## src/design/afd_pkg.sv

```systemverilog
`default_nettype none

package afd_pkg;

  // default sizes
  localparam int AFD_FRAME_BYTES   = 24;
  localparam int AFD_PAYLOAD_BYTES = 8;

  // framing constants
  localparam logic [7:0] ESC_BYTE          = 8'h7D;
  localparam logic [7:0] ESC_XOR           = 8'h20;
  localparam logic [7:0] CSUM_BASE         = 8'hFF;
  localparam logic [7:0] TYPE_RX_PACKET    = 8'h90;
  localparam logic [7:0] TYPE_MODEM_STATUS = 8'h8A;

  // fixed field positions in the decoded frame
  localparam int POS_TYPE    = 3;
  localparam int POS_LONG    = 4;
  localparam int POS_SHORT   = 12;
  localparam int POS_OPTIONS = 14;
  localparam int POS_PAYLOAD = 15;
  localparam int VIEW_BYTES  = 23;

  // result status codes
  typedef enum logic [2:0] {
    ST_RX_OK          = 3'd0,
    ST_CSUM_ERR       = 3'd1,
    ST_MODEM_OK       = 3'd2,
    ST_TYPE_UNHANDLED = 3'd3,
    ST_TOO_LONG       = 3'd4
  } afd_status_t;

  // one decoded result word
  typedef struct packed {
    afd_status_t  status;
    logic [7:0]   frame_type;
    logic [63:0]  long_address;
    logic [15:0]  short_address;
    logic [7:0]   options;
    logic [63:0]  payload;
  } afd_result_t;

endpackage

`default_nettype wire

```

## src/design/afd_in_if.sv

```systemverilog
`default_nettype none

interface afd_in_if;
  logic       valid;
  logic       ready;
  logic [7:0] rx_byte;
  logic       buffer_start;

  modport source (output valid, output rx_byte, output buffer_start, input ready);
  modport sink   (input valid, input rx_byte, input buffer_start, output ready);
endinterface

`default_nettype wire

```

## src/design/afd_out_if.sv

```systemverilog
`default_nettype none

interface afd_out_if;
  logic        valid;
  logic        ready;
  logic [2:0]  status;
  logic [7:0]  frame_type;
  logic [63:0] long_address;
  logic [15:0] short_address;
  logic [7:0]  options;
  logic [63:0] payload;

  modport source (output valid, output status, output frame_type, output long_address,
                  output short_address, output options, output payload, input ready);
  modport sink   (input valid, input status, input frame_type, input long_address,
                  input short_address, input options, input payload, output ready);
endinterface

`default_nettype wire

```

## src/design/api_frame_deframer.sv

```systemverilog
// api frame deframer: unescapes received bytes and decodes one frame per buffer
// an accepted input word is held in the input register; its decoded result then loads the result register
// throughput: one input word per cycle; a stalled result register holds the input side
// a result word is produced by the checksum byte or by the type byte itself
// reset: synchronous active-low, clears valid flags and decoder state; decoding then
//   starts at byte 0 as if a buffer had started
`default_nettype none

module api_frame_deframer import afd_pkg::*; #(
  parameter int FRAME_BYTES   = AFD_FRAME_BYTES,
  parameter int PAYLOAD_BYTES = AFD_PAYLOAD_BYTES
) (
  input  wire logic  clk,
  input  wire logic  rst_n,
  afd_in_if.sink     in_if,
  afd_out_if.source  out_if
);

  logic        in_vld_r;
  logic [7:0]  in_byte_r;
  logic        in_start_r;
  logic        out_vld_r;
  afd_result_t out_r;

  logic        advance;
  logic        step;
  logic        emit;
  afd_result_t result;

  // pipeline handshake
  assign advance     = !out_vld_r || out_if.ready;
  assign step        = in_vld_r && advance;
  assign in_if.ready = !in_vld_r || advance;

  // input register
  always_ff @(posedge clk) begin
    if (!rst_n) begin
      in_vld_r <= 1'b0;
    end else if (in_if.ready) begin
      in_vld_r <= in_if.valid;
    end
  end

  always_ff @(posedge clk) begin
    if (in_if.ready && in_if.valid) begin
      in_byte_r  <= in_if.rx_byte;
      in_start_r <= in_if.buffer_start;
    end
  end

  afd_core #(
    .FRAME_BYTES   (FRAME_BYTES),
    .PAYLOAD_BYTES (PAYLOAD_BYTES)
  ) u_core (
    .clk          (clk),
    .rst_n        (rst_n),
    .step         (step),
    .rx_byte      (in_byte_r),
    .buffer_start (in_start_r),
    .result       (result),
    .emit         (emit)
  );

  // result register
  always_ff @(posedge clk) begin
    if (!rst_n) begin
      out_vld_r <= 1'b0;
    end else if (advance) begin
      out_vld_r <= step && emit;
    end
  end

  always_ff @(posedge clk) begin
    if (step && emit) begin
      out_r <= result;
    end
  end

  assign out_if.valid         = out_vld_r;
  assign out_if.status        = out_r.status;
  assign out_if.frame_type    = out_r.frame_type;
  assign out_if.long_address  = out_r.long_address;
  assign out_if.short_address = out_r.short_address;
  assign out_if.options       = out_r.options;
  assign out_if.payload       = out_r.payload;

  a_status_range: assert property (@(posedge clk) disable iff (!rst_n)
    out_vld_r |-> out_r.status <= ST_TOO_LONG)
    else $error("result status out of range");

  a_fields_zero: assert property (@(posedge clk) disable iff (!rst_n)
    out_vld_r && out_r.status != ST_RX_OK |->
      out_r.long_address == '0 && out_r.short_address == '0 && out_r.payload == '0)
    else $error("address or payload set on a non-receive result");

  a_stall_holds_input: assert property (@(posedge clk) disable iff (!rst_n)
    in_vld_r && !advance |=> in_vld_r && $stable(in_byte_r))
    else $error("input register lost a word under stall");

endmodule

`default_nettype wire

```

## src/design/afd_core.sv

```systemverilog
`default_nettype none

module afd_core import afd_pkg::*; #(
  parameter int FRAME_BYTES   = AFD_FRAME_BYTES,
  parameter int PAYLOAD_BYTES = AFD_PAYLOAD_BYTES
) (
  input  wire logic        clk,
  input  wire logic        rst_n,
  input  wire logic        step,
  input  wire logic [7:0]  rx_byte,
  input  wire logic        buffer_start,
  output afd_result_t      result,
  output logic             emit
);

  localparam int IDX_W  = $clog2(FRAME_BYTES + 1);
  localparam int ADDR_W = $clog2(FRAME_BYTES);

  // decoder state
  logic                   esc_r, esc_nxt;
  logic [IDX_W-1:0]       idx_r, idx_nxt;
  logic [15:0]            len_r, len_nxt;
  logic [7:0]             sum_r, sum_nxt;
  logic                   done_r, done_nxt;
  logic [FRAME_BYTES-1:0] vld_r, vld_nxt;
  logic [7:0]             store_r [FRAME_BYTES];

  // working values after an optional buffer restart
  logic [IDX_W-1:0]       cur_idx;
  logic [15:0]            cur_len;
  logic [7:0]             cur_sum;
  logic                   cur_esc;
  logic                   cur_done;
  logic [FRAME_BYTES-1:0] cur_vld;

  logic [7:0]             dec_byte;
  logic                   wr_en;
  logic [ADDR_W-1:0]      wr_addr;
  logic [16:0]            j_ext;
  logic [16:0]            last_pos;
  afd_status_t            st;
  logic [7:0]             view [VIEW_BYTES];

  // restart view of the state
  assign cur_idx  = buffer_start ? '0 : idx_r;
  assign cur_len  = buffer_start ? '0 : len_r;
  assign cur_sum  = buffer_start ? '0 : sum_r;
  assign cur_esc  = buffer_start ? 1'b0 : esc_r;
  assign cur_done = buffer_start ? 1'b0 : done_r;
  assign cur_vld  = buffer_start ? '0 : vld_r;

  assign j_ext    = 17'(cur_idx);
  assign last_pos = {1'b0, cur_len} + 17'd3;
  assign wr_addr  = cur_idx[ADDR_W-1:0];

  // unescape, count, accumulate and decide
  always_comb begin
    esc_nxt  = cur_esc;
    idx_nxt  = cur_idx;
    len_nxt  = cur_len;
    sum_nxt  = cur_sum;
    dec_byte = rx_byte;
    wr_en    = 1'b0;
    emit     = 1'b0;
    st       = ST_RX_OK;
    if (!cur_done) begin
      if (rx_byte == ESC_BYTE && !(cur_idx == '0 && !cur_esc)) begin
        esc_nxt = 1'b1;
      end else begin
        if (cur_esc) begin
          dec_byte = rx_byte ^ ESC_XOR;
        end
        esc_nxt = 1'b0;
        wr_en   = (j_ext < 17'(FRAME_BYTES));
        if (j_ext < 17'(FRAME_BYTES)) begin
          idx_nxt = cur_idx + 1'b1;
        end
        if (j_ext == 17'd1) begin
          len_nxt = {dec_byte, cur_len[7:0]};
        end else if (j_ext == 17'd2) begin
          len_nxt = {cur_len[15:8], dec_byte};
        end
        if (j_ext == 17'(POS_TYPE)) begin
          sum_nxt = cur_sum + dec_byte;
          if (dec_byte != TYPE_RX_PACKET && dec_byte != TYPE_MODEM_STATUS) begin
            emit = 1'b1;
            st   = ST_TYPE_UNHANDLED;
          end else if ({1'b0, cur_len} + 17'd4 > 17'(FRAME_BYTES)) begin
            emit = 1'b1;
            st   = ST_TOO_LONG;
          end
        end else if (j_ext > 17'(POS_TYPE) && j_ext < last_pos) begin
          sum_nxt = cur_sum + dec_byte;
        end
        // checksum byte closes the frame
        if (!emit && j_ext >= 17'(POS_TYPE) && j_ext == last_pos) begin
          emit = 1'b1;
          if (CSUM_BASE - sum_nxt != dec_byte) begin
            st = ST_CSUM_ERR;
          end else if (view[POS_TYPE] == TYPE_RX_PACKET) begin
            st = ST_RX_OK;
          end else begin
            st = ST_MODEM_OK;
          end
        end
      end
    end
    done_nxt = cur_done || emit;
    vld_nxt  = cur_vld;
    if (wr_en) begin
      vld_nxt[wr_addr] = 1'b1;
    end
  end

  // store contents including the byte written this cycle
  for (genvar i = 0; i < VIEW_BYTES; i++) begin : g_view
    if (i < FRAME_BYTES) begin : g_in
      assign view[i] = (wr_en && wr_addr == ADDR_W'(i)) ? dec_byte :
                       (cur_vld[i] ? store_r[i] : 8'h00);
    end else begin : g_out
      assign view[i] = 8'h00;
    end
  end

  // field extraction
  always_comb begin
    result               = '0;
    result.status        = st;
    result.frame_type    = view[POS_TYPE];
    if (st == ST_RX_OK) begin
      for (int k = 0; k < 8; k++) begin
        result.long_address[63-8*k -: 8] = view[POS_LONG+k];
      end
      result.short_address = {view[POS_SHORT], view[POS_SHORT+1]};
      result.options       = view[POS_OPTIONS];
      for (int k = 0; k < 8; k++) begin
        if (k < PAYLOAD_BYTES) begin
          result.payload[8*k +: 8] = view[POS_PAYLOAD+k];
        end
      end
    end else if (st == ST_MODEM_OK) begin
      result.options = view[POS_LONG];
    end
  end

  // control state
  always_ff @(posedge clk) begin
    if (!rst_n) begin
      esc_r  <= 1'b0;
      idx_r  <= '0;
      len_r  <= '0;
      sum_r  <= '0;
      done_r <= 1'b0;
      vld_r  <= '0;
    end else if (step) begin
      esc_r  <= esc_nxt;
      idx_r  <= idx_nxt;
      len_r  <= len_nxt;
      sum_r  <= sum_nxt;
      done_r <= done_nxt;
      vld_r  <= vld_nxt;
    end
  end

  // frame byte store
  always_ff @(posedge clk) begin
    if (step && wr_en) begin
      store_r[wr_addr] <= dec_byte;
    end
  end

  a_emit_sets_done: assert property (@(posedge clk) disable iff (!rst_n)
    step && emit |=> done_r)
    else $error("frame not marked finished after a result");

  a_idx_bound: assert property (@(posedge clk) disable iff (!rst_n)
    idx_r <= IDX_W'(FRAME_BYTES))
    else $error("byte index beyond store");

  a_idle_after_done: assert property (@(posedge clk) disable iff (!rst_n)
    done_r && step && !buffer_start |=> $stable(idx_r) && $stable(sum_r) && done_r)
    else $error("state moved after frame finished");

endmodule

`default_nettype wire
```

## src/flat_wrapper.sv

```systemverilog
// flat-port wrapper written by rule: the top's interface ports become plain ports
module api_frame_deframer_flat import afd_pkg::*;
#(
  parameter int FRAME_BYTES   = AFD_FRAME_BYTES,
  parameter int PAYLOAD_BYTES = AFD_PAYLOAD_BYTES
)
  (clk, rst_n, in_if_valid, in_if_rx_byte, in_if_buffer_start, in_if_ready, out_if_valid, out_if_status, out_if_frame_type, out_if_long_address, out_if_short_address, out_if_options, out_if_payload, out_if_ready);
  afd_in_if in_if_i ();
  afd_out_if out_if_i ();
  input  wire logic clk;
  input  wire logic rst_n;
  input wire logic [$bits(in_if_i.valid)-1:0] in_if_valid;
  input wire logic [$bits(in_if_i.rx_byte)-1:0] in_if_rx_byte;
  input wire logic [$bits(in_if_i.buffer_start)-1:0] in_if_buffer_start;
  output wire logic [$bits(in_if_i.ready)-1:0] in_if_ready;
  output wire logic [$bits(out_if_i.valid)-1:0] out_if_valid;
  output wire logic [$bits(out_if_i.status)-1:0] out_if_status;
  output wire logic [$bits(out_if_i.frame_type)-1:0] out_if_frame_type;
  output wire logic [$bits(out_if_i.long_address)-1:0] out_if_long_address;
  output wire logic [$bits(out_if_i.short_address)-1:0] out_if_short_address;
  output wire logic [$bits(out_if_i.options)-1:0] out_if_options;
  output wire logic [$bits(out_if_i.payload)-1:0] out_if_payload;
  input wire logic [$bits(out_if_i.ready)-1:0] out_if_ready;
  assign in_if_i.valid = in_if_valid;
  assign in_if_i.rx_byte = in_if_rx_byte;
  assign in_if_i.buffer_start = in_if_buffer_start;
  assign in_if_ready = in_if_i.ready;
  assign out_if_valid = out_if_i.valid;
  assign out_if_status = out_if_i.status;
  assign out_if_frame_type = out_if_i.frame_type;
  assign out_if_long_address = out_if_i.long_address;
  assign out_if_short_address = out_if_i.short_address;
  assign out_if_options = out_if_i.options;
  assign out_if_payload = out_if_i.payload;
  assign out_if_i.ready = out_if_ready;
  api_frame_deframer #(.FRAME_BYTES(FRAME_BYTES), .PAYLOAD_BYTES(PAYLOAD_BYTES)) u_core (.clk(clk), .rst_n(rst_n), .in_if(in_if_i), .out_if(out_if_i));
endmodule
```

## config.mk

```make
export PLATFORM = sky130hd
export DESIGN_NAME = api_frame_deframer_flat
export DESIGN_NICKNAME = d
export VERILOG_FILES = /design/src/design/afd_pkg.sv /design/src/design/afd_in_if.sv /design/src/design/afd_out_if.sv /design/src/design/api_frame_deframer.sv /design/src/design/afd_core.sv /design/src/flat_wrapper.sv
export SDC_FILE = /design/constraint.sdc
export NUM_CORES = 1
export LEC_CHECK = 0
export ABC_AREA = 1
export BUFFER_PORTS_ARGS = -buffer_cell sky130_fd_sc_hd__buf_2
export CAP_MARGIN = 20
export CORE_AREA = 5 5 244 246
export DETAILED_ROUTE_END_ITERATION = 10
export DIE_AREA = 0 0 249 251
export PLACE_DENSITY = 0.58
export SYNTH_ARGS = -nofsm -noshare
export SYNTH_HDL_FRONTEND = slang
export SYNTH_HIERARCHICAL = 1
export SYNTH_SLANG_ARGS = --single-unit
```

## constraint.sdc

```tcl
create_clock -name clk -period 28.1 [get_ports clk]
set_input_delay 8.43 -clock clk [delete_from_list [all_inputs] [get_ports clk]]
set_output_delay 8.43 -clock clk [all_outputs]
set_load 0.02 [all_outputs]
```

; ---- Word level (Yosys, flattened, before mapping)
; Memories as Yosys holds them, arrays and structs flattened.
; Index checks and enable logic that the tools add are counted.
[word_totals]
elab_cells = 192
latch_bits = 0
mem_bits_rw = 192
inputBits = 13
out_inout_bits = 165
ff_bits = 229
memories = 1
rom_bits = 0
[classes]
n_reduce_logical = 41
magnitude_cmp = 7
bitwise = 2
div = 0
n_mul = 0
mux = 91
n_addsub = 5
eq_ne = 29
shift = 0
[mem_list]
columns = name, words, width, rd, rd_clocked_by_memory_dff, write_ports, line_no
row1 = u_core.u_core.store_r, 24, 8, 20, 0, 1, afd_core.sv:26  ; logic [7:0] store_r [FRAME_BYTES];
[op_table]
columns = cell, n
row1 = 2-to-1 mux 8 bit, 54
row2 = 2-to-1 mux 16 bit, 4
row3 = 2-to-1 mux 24 bit, 2
row4 = "== test 5 x 4 -> 1 bit, second input constant", 8
row5 = "== test 5 bit, second input constant", 7
row6 = logical AND 1 bit, 31
row7 = OR 24 bit, 1
row8 = "== test 5 x 3 -> 1 bit, second input constant", 4
row9 = 2-to-1 mux 5 bit, 4
row10 = 2-to-1 mux 3 bit, 6
row11 = "adder 16 x 2 -> 17 bit, second input constant", 1
row12 = "adder 16 x 3 -> 17 bit, second input constant", 1
row13 = == test 5 x 17 -> 1 bit, 1
row14 = "greater-than comparator 17 x 5 -> 1 bit, second input constant", 1
row15 = < comparator 5 x 17 -> 1 bit, 1
row16 = 2-to-1 mux 1 bit, 17
row17 = "inequality test 8 bit, second input constant", 2
row18 = "== test 5 x 2 -> 1 bit, second input constant", 2
row19 = adder 8 bit, 1
row20 = "== test 8 x 7 -> 1 bit, second input constant", 1
row21 = "== test 8 bit, second input constant", 1
row22 = inequality test 8 bit, 1
row23 = "subtractor 8 bit, first input constant", 1
row24 = "< comparator 5 x 6 -> 1 bit, second input constant", 1
row25 = other kinds (15), 22

; ---- Logic depth before layout (Yosys ltp)
; Gate-level depths: netlist (run 1).
[logic_depth]
depth_word = 22
depth_mapped = 36
depth_no_buf = 29

; ---- By module
; The synthesis (run 1) kept the hierarchy.
[by_module_without_submodules]
columns = mod, seq_area_each_um2, cells_each, area_per_inst_um2, instances
row1 = afd_core, 5825.6, 1525, 12270.5, 1
row2 = api_frame_deframer, 5205.0, 189, 5272.6, 1

; ---- Worst setup path after synthesis (run 1)
; No wires, ideal clock.
[synth_timing]
kind = input to register
startpoint = input port out_if_ready
endpoint = register u_core.out_r (netlist bit u_core/out_if.frame_type[0]), enable pin
required_ns = 27.215
cell_stages = 4
arrival_time_ns = 19.544
setup_ns = 0.885
path_buffers = 0
setup_slack_ns = 7.671
cell_sequence = inv_1 -> nand2_1 -> inv_1 -> nor3_1
[synth_between]
elab_chain_len = 3
[synth_lines]
columns = item, line_no
row1 = from (decl), flat_wrapper.sv:23  ; input wire logic [$bits(out_if_i.ready)-1:0] out_if_ready;
row2 = logical OR 1 bit, api_frame_deframer.sv:31  ; assign advance = !out_vld_r || out_if.ready;
row3 = logical AND 1 bit, api_frame_deframer.sv:32  ; assign step = in_vld_r && advance;
row4 = logical AND 1 bit, api_frame_deframer.sv:74  ; if (step && emit) begin
row5 = to (signal assigned), api_frame_deframer.sv:75  ; out_r <= result;
row6 = to (decl), api_frame_deframer.sv:23  ; afd_result_t out_r;
; No other way between the ends.
; A chain may end at the register's enable or synchronous reset.

; ---- Worst setup path after layout (run 1)
[layout_timing]
startpoint = input port out_if_ready
endpoint = output port in_if_ready
[layout_between]
elab_chain_len = 2
[layout_lines]
columns = item, line_no
row1 = logical OR 1 bit, api_frame_deframer.sv:31
row2 = logical OR 1 bit, api_frame_deframer.sv:33  ; assign in_if.ready = !in_vld_r || advance;
row3 = to (decl), flat_wrapper.sv:15  ; output wire logic [$bits(in_if_i.ready)-1:0] in_if_ready;
; No other way between the ends.

==> results of run 1 <==
## worst paths after layout
kind	depth (start not counted)	end	from	slack, ns
worst max-delay path	4	in_if_ready	out_if_ready	10.74
worst min-delay path	2	u_core/u_core/sum_r[7]$_SDFFE_PN0P_	u_core/u_core/sum_r[7]$_SDFFE_PN0P_	0.47
worst max register to register	32	u_core/out_if.long_address[0]$_DFFE_PP_	u_core/in_start_r$_DFFE_PP_	21.30
worst min register to register	2	u_core/u_core/sum_r[7]$_SDFFE_PN0P_	u_core/u_core/sum_r[7]$_SDFFE_PN0P_	0.47
## power breakdown
| group | total (uW) | switching (uW) | internal (uW) | leakage [uW] |
|---|---|---|---|---|
| sequential | 621 | 1.91 | 619 | 0.00352 |
| combinational | 45.0 | 36.5 | 8.49 | 0.00389 |
| clock | 576 | 238 | 338 | 0.000714 |
## sequential cells by signal (all words and copies together) (netlist names), 16 cells and up
register and flops:
u_core/out_if.payload 64, u_core/u_core/len_r 16, u_core/out_if.short_address 16, u_core/out_if.long_address 64, u_core/u_core/vld_r 20, u_core/u_core/store_r 160
## metal layers
layer,GRT usage,share of wire,vias to the layer above
met1,0.195,0.43,6294
met4,0.0523,0.036,0
li1,-,-,6293
met3,0.0272,0.060,103
met2,0.248,0.47,433
met5,0,0,-
## area by class of cell
class / instances / area, um^2 / area share
sequential: 385 / 11000 / 0.536
multi-input combinational: 1096 / 5540 / 0.269
clock buffer: 49 / 1120 / 0.0544
timing repair buffer: 201 / 1110 / 0.0539
tap: 765 / 957 / 0.0465
inverter: 123 / 464 / 0.0226
clock inverter: 33 / 348 / 0.0169
## critical path: cells and delay by family
kind | cells | cell delay (ns)
and+or+nand+nor | 1 | 0.13
buffers and inverters | 3 | 0.36
## through the flow
stage	instances	util	area, um^2	power (uW)	setup WS (ns)
2_1_floorplan	1714	-	17500	658	7.67
3_3_place_gp	2567	0.333	19100	677	10.76
3_5_place_dp	2567	0.333	19100	677	10.73
4_1_cts	2649	0.359	20500	1260	10.73
5_1_grt	2652	0.360	20600	1290	10.67
6_report	2652	0.360	20600	1240	10.74
## cells in the final DEF (no fill, tap or decap), types with 2 or more instances in the layout
| cell type | n |
|---|---|
| clkinv_1 | 15 |
| clkinv_2 | 8 |
| a21oi_1 | 70 |
| inv_6 | 2 |
| nand4_2 | 2 |
| nor3_2 | 2 |
| clkbuf_1 | 5 |
| nor2_4 | 3 |
| o21ai_1 | 10 |
| clkbuf_16 | 44 |
| nand2_2 | 13 |
| inv_2 | 11 |
| nand2_4 | 4 |
| xor2_1 | 15 |
| a41oi_1 | 79 |
| buf_4 | 20 |
| bufinv_16 | 5 |
| nor2_2 | 14 |
| nor2_1 | 318 |
| inv_1 | 103 |
| clkinv_4 | 5 |
| nor3_1 | 6 |
| nand2_1 | 242 |
| nand3_2 | 3 |
| o211ai_1 | 12 |
| a21oi_2 | 2 |
| or2_2 | 2 |
| clkinvlp_4 | 3 |
| buf_2 | 178 |
| nand3_1 | 144 |
| buf_12 | 2 |
| dfxtp_1 | 53 |
| ha_1 | 20 |
| nor4_1 | 2 |
| nand4_1 | 22 |
| o21ai_0 | 101 |
| edfxtp_1 | 332 |
## logic make-up (layout without fill, tap and decap cells)
kind of cell,after synthesis,count (layout),share of synthesized area
simple gates,778,778,0.190
flops,385,385,0.629
compound gates,280,280,0.101
buf+inv,233,406,0.0555
fa+ha+maj,21,21,0.0154
xor+xnor,17,17,0.00927
==> results.txt, run 1 <==
status -> finished clean
post-synthesis sequential area ratio -> 0.629
htree depth -> 2
top_reg_cell synth -> edfxtp_1
fmax -> 57.6 MHz
crit share post-route -> 0.618
worst vdd ir -> 0.0390 mV
Post-DP HPWL -> 30.1 mm
routed via count -> 13,100
grt ovf -> 0
worst-skew pair later-pin latency -> 0.57 ns
CP Max Fanout -> 3
Antenna Nets Post-Route -> 0
Clock Path Buffers -> 3
ranking of synthesized cells by area -> edfxtp_1, nor2_1, dfxtp_1
Avg WL per Cell -> 18.2 um
CTS Hold Buffers Added -> 0
asr flop ratio synth -> 0
critical path capture point type -> output port
Hold WS -> 0.466 ns
crit start category -> input pin
Synth top area share -> 0.568
final setup violation count -> 0
Seq cells post-synth -> 385
DRT iter0 DRCs -> 1,101
final WL -> 48.4 mm
Starting Density -> 0.307
via/cell ratio -> 4.95
cell mode on critical path -> buf_2
slew margin rel. -> 0.363
initial antenna violation count -> 2
layout cells sized above 1 -> 0.175
Hold Vio Cnt, Final -> 0
largest net degree at the start of global routing -> 164
minimum clock period -> 17.36 ns
WP data arrival -> 8.93 ns
Synth top cells by count -> edfxtp_1, nor2_1, nand2_1
Synth Warn # -> 6
Post-Route Skew -> 0.0211 ns
clock sink total -> 385
clk slew on worst S/H paths -> 0.06 ns
max incr delay on CP -> 0.20 ns
Root Driver -> clkbuf_16
area leader, netlist -> edfxtp_1
number of synthesized flops with an enable pin -> 332
pwr dens -> 60.4 nW/um^2
Synth cell types -> 42
RSZ-0062 raised after global routing -> false
DRT Pass-1 Iters -> 5
setup TNS -> 0 ns
Resized Gates After CTS -> 0
nets@finish -> 1,885
total die area -> 62,500 um^2
CP Cell Sequence -> buf_2, inv_1, nand3_1, buf_2
DRC Markers -> 0
Antenna Cells -> 0
CTS tree -> yes
Max-Cap Viols -> 0
IO Count -> 178
Fillers -> 5,617
Die Y -> 251 um
CP max-delay cell -> buf_2
count leader, synth -> edfxtp_1
Post CTS Setup Buffer Count -> 0
synthesized netlist net count -> 1,748
global-route wire length before repair -> 74.1 mm
Routability Congestion -> 0.846
Rows -> 88
Max Slew Vio Count -> 0
GRT Resource Usage Total -> 0.148
vias in the first global route -> 12,600
Avg Cell Area, Syn -> 10.2 um^2
IO Port Bufs -> 177
Setup CP Type -> input pin to output port
slew at the pin with the worst max-slew slack -> 0.956 ns
HP Class -> flop to flop
cell area after synthesis -> 17,500 um^2
number of buffers created by CTS -> 44
area grow syn2layout -> 17.3%
CP required -> 19.67 ns
Die Span X -> 249 um
leak pwr -> 0.00812 uW
Gate Count Post-Synth -> 1,714
core area -> 57,100 um^2
Note: power is estimated with default switching activity, not from simulation.
==> run 2: changes to the inputs <==
--- a/config.mk
+++ b/config.mk
@@ -11,7 +11,7 @@
 export CORE_AREA = 5 5 244 246
 export DETAILED_ROUTE_END_ITERATION = 10
 export DIE_AREA = 0 0 249 251
-export PLACE_DENSITY = 0.58
+export PLACE_DENSITY = 0.6
 export SYNTH_ARGS = -nofsm -noshare
 export SYNTH_HDL_FRONTEND = slang
 export SYNTH_HIERARCHICAL = 1
==> constraint.sdc (replaced) <==
create_clock -name clk -period 14.3 [get_ports clk]
set_input_delay 4.29 -clock clk [delete_from_list [all_inputs] [get_ports clk]]
set_output_delay 4.29 -clock clk [all_outputs]
set_load 0.02 [all_outputs]
==> results.txt, run 2 (synthesis results as in run 1) <==
via/cell ratio -> 4.99 (+0.78%)
CP bufs+invs -> 3 (unchanged)
total die area -> 62,500 um^2 (unchanged)
commonest non-fill, non-tap cell in the layout -> edfxtp_1
slew margin rel. -> 0.253 (-0.110)
Antenna Cells -> 0 (unchanged)
Internal -> 1880 uW (+95%)
IO Port Bufs -> 177 (unchanged)
final WL -> 48.4 mm (about the same)
Post CTS Setup Buffer Count -> 0 (unchanged)
core area -> 57,100 um^2 (unchanged)
CP max-delay cell -> buf_2
global-route wire length before repair -> 74.0 mm (-0.18%)
area grow syn2layout -> 17.1%
number of buffers created by CTS -> 44 (unchanged)
WP data arrival -> 4.75 ns (-4.18 ns)
vias in the first global route -> 12,500 (-0.53%)
Max-Cap Viols -> 0 (unchanged)
DRT iter0 DRCs -> 1,049 (-4.7%)
clock share of power -> 0.458 (-0.006)
CP Cell Sequence -> buf_2, inv_1, nand3_1, buf_2
pwr dens -> 117 nW/um^2 (+94%)
Routability Congestion -> 0.895 (+5.8%)
crit start category -> input pin
status -> finished clean
cell mode on critical path -> buf_2
Post-DP HPWL -> 30.4 mm (+1.3%)
largest net degree at the start of global routing -> 164 (unchanged)
clk slew on worst S/H paths -> 0.05 ns (about the same)
worst vdd ir -> 0.0738 mV (+89%)
CP top delay family -> buffers and inverters
Resized Gates After CTS -> 0 (unchanged)
most frequent cells in the layout -> edfxtp_1, nor2_1, nand2_1, buf_2, nand3_1
Design Power -> 2410 uW (+94%)
final setup violation count -> 0 (unchanged)
routed via count -> 13,200 (+0.82%)
Die Y -> 251 um (unchanged)
nets@finish -> 1,887 (+0.11%)
Clock Path Buffers -> 3 (unchanged)
grt ovf -> 0 (unchanged)
HP Class -> flop to flop
max incr delay on CP -> 0.19 ns (about the same)
GRT Resource Usage Total -> 0.148 (about the same)
Root Driver -> clkbuf_16
Die Span X -> 249 um (unchanged)
max reg flops -> 160 (unchanged)
CP Max Fanout -> 3 (unchanged)
CTS Hold Buffers Added -> 0 (unchanged)
critical path capture point type -> output port
layout cells sized above 1 -> 0.174 (-0.000622)
Setup CP Type -> input pin to output port
Post-Route Skew -> 0.0316 ns (+0.0104 ns)
setup TNS -> 0 ns (unchanged)
reg2reg setup slack -> 7.45 ns (-13.85 ns)
Seq pwr share -> 0.505 (+0.005)
initial antenna violation count -> 1 (-1)
DRC Markers -> 0 (unchanged)
slew at the pin with the worst max-slew slack -> 1.12 ns (+0.164 ns)
crit share post-route -> 0.632
Rows -> 88 (unchanged)
htree depth -> 2 (unchanged)
minimum clock period -> 9.04 ns
Antenna Nets Post-Route -> 0 (unchanged)
fmax -> 111 MHz
Starting Density -> 0.307 (unchanged)
clock sink total -> 385 (unchanged)
sw frac -> 0.220 (-0.00218)
worst-skew pair later-pin latency -> 0.57 ns (about the same)
DRT Pass-1 Iters -> 5 (unchanged)
Max Slew Vio Count -> 0 (unchanged)
IO Count -> 178 (unchanged)
Avg WL per Cell -> 18.2 um (about the same)
switching pwr -> 532 uW (+92%)
CP required -> 10.01 ns (-9.66 ns)
Hold Vio Cnt, Final -> 0 (unchanged)
Most flops, register -> u_core/u_core/store_r
leak pwr -> 0.00812 uW (about the same)
CTS tree -> yes
RSZ-0062 raised after global routing -> false
Comb power frac -> 0.037 (about the same)
==> run 2: cell count changes in the layout (fill, tap and decap cells not counted), moves of 2 or more <==
cell       delta
clkinv_4      -4
clkbuf_8      +4
clkinv_1      -3
buf_4         +2
bufinv_16     -2
clkbuf_1      +5
==> run 2: power groups by stage <==
stage	logic, uW	registers (uW)	clock network, uW
finish	88.9	1220	1100
global route	95.6	1220	1180
CTS	88.5	1220	1130
detailed placement	88.3	1240	0
global placement	87.3	1240	0
floorplan	47.0	1250	0
==> run 2: stage by stage <==
| stage | utilization | hold WS (ns) | setup WS, ns | cell area, um^2 | instances |
|---|---|---|---|---|---|
| after detailed placement | 0.334 | 0.458 | 5.26 | 19100 | 2569 |
| after global routing | 0.360 | 0.485 | 5.23 | 20500 | 2653 |
| final | 0.360 | 0.464 | 5.26 | 20500 | 2653 |
| after CTS | 0.359 | 0.467 | 5.26 | 20500 | 2650 |
| after floorplan | - | 0.443 | 3.05 | 17500 | 1714 |
| after global placement | 0.334 | 0.453 | 5.23 | 19100 | 2569 |
==> run 2: path summary, 6_finish.rpt <==
kind	depth (start not counted)	endpoint	startpoint
max reg2reg	30	u_core/out_if.long_address[26]$_DFFE_PP_	u_core/in_start_r$_DFFE_PP_
min reg2reg	2	u_core/u_core/sum_r[5]$_SDFFE_PN0P_	u_core/u_core/sum_r[5]$_SDFFE_PN0P_
min	2	u_core/u_core/sum_r[5]$_SDFFE_PN0P_	u_core/u_core/sum_r[5]$_SDFFE_PN0P_
max	4	in_if_ready	out_if_ready
==> run 2: worst reg2reg max path, delay by kind of cell, from the launching register on <==
kind	cells	cell delay, ns
buffers and inverters	5	2.16
adder cells (fa/ha/maj)	2	0.58
AO/OA/AOI/OAI	2	0.29
flip-flops	1	0.70
AND/OR/NAND/NOR	21	2.83
==> run 2: layer usage <==
metal,track usage,up-vias,wire [um]
met4,0.0539,0,1750
met5,0,-,0
met2,0.248,451,23000
met3,0.0333,103,3380
met1,0.190,6375,20200
li1,-,6301,-
==> run 2: cell type report <==
cell class / count / area [um^2]
flip-flops and latches: 385 / 11000
clock inverters: 23 / 229
well taps: 765 / 957
inverters: 123 / 464
fillers: 5706 / 36600
repair buffers: 203 / 1120
clock buffers: 58 / 1190
multi-input cells: 1096 / 5550
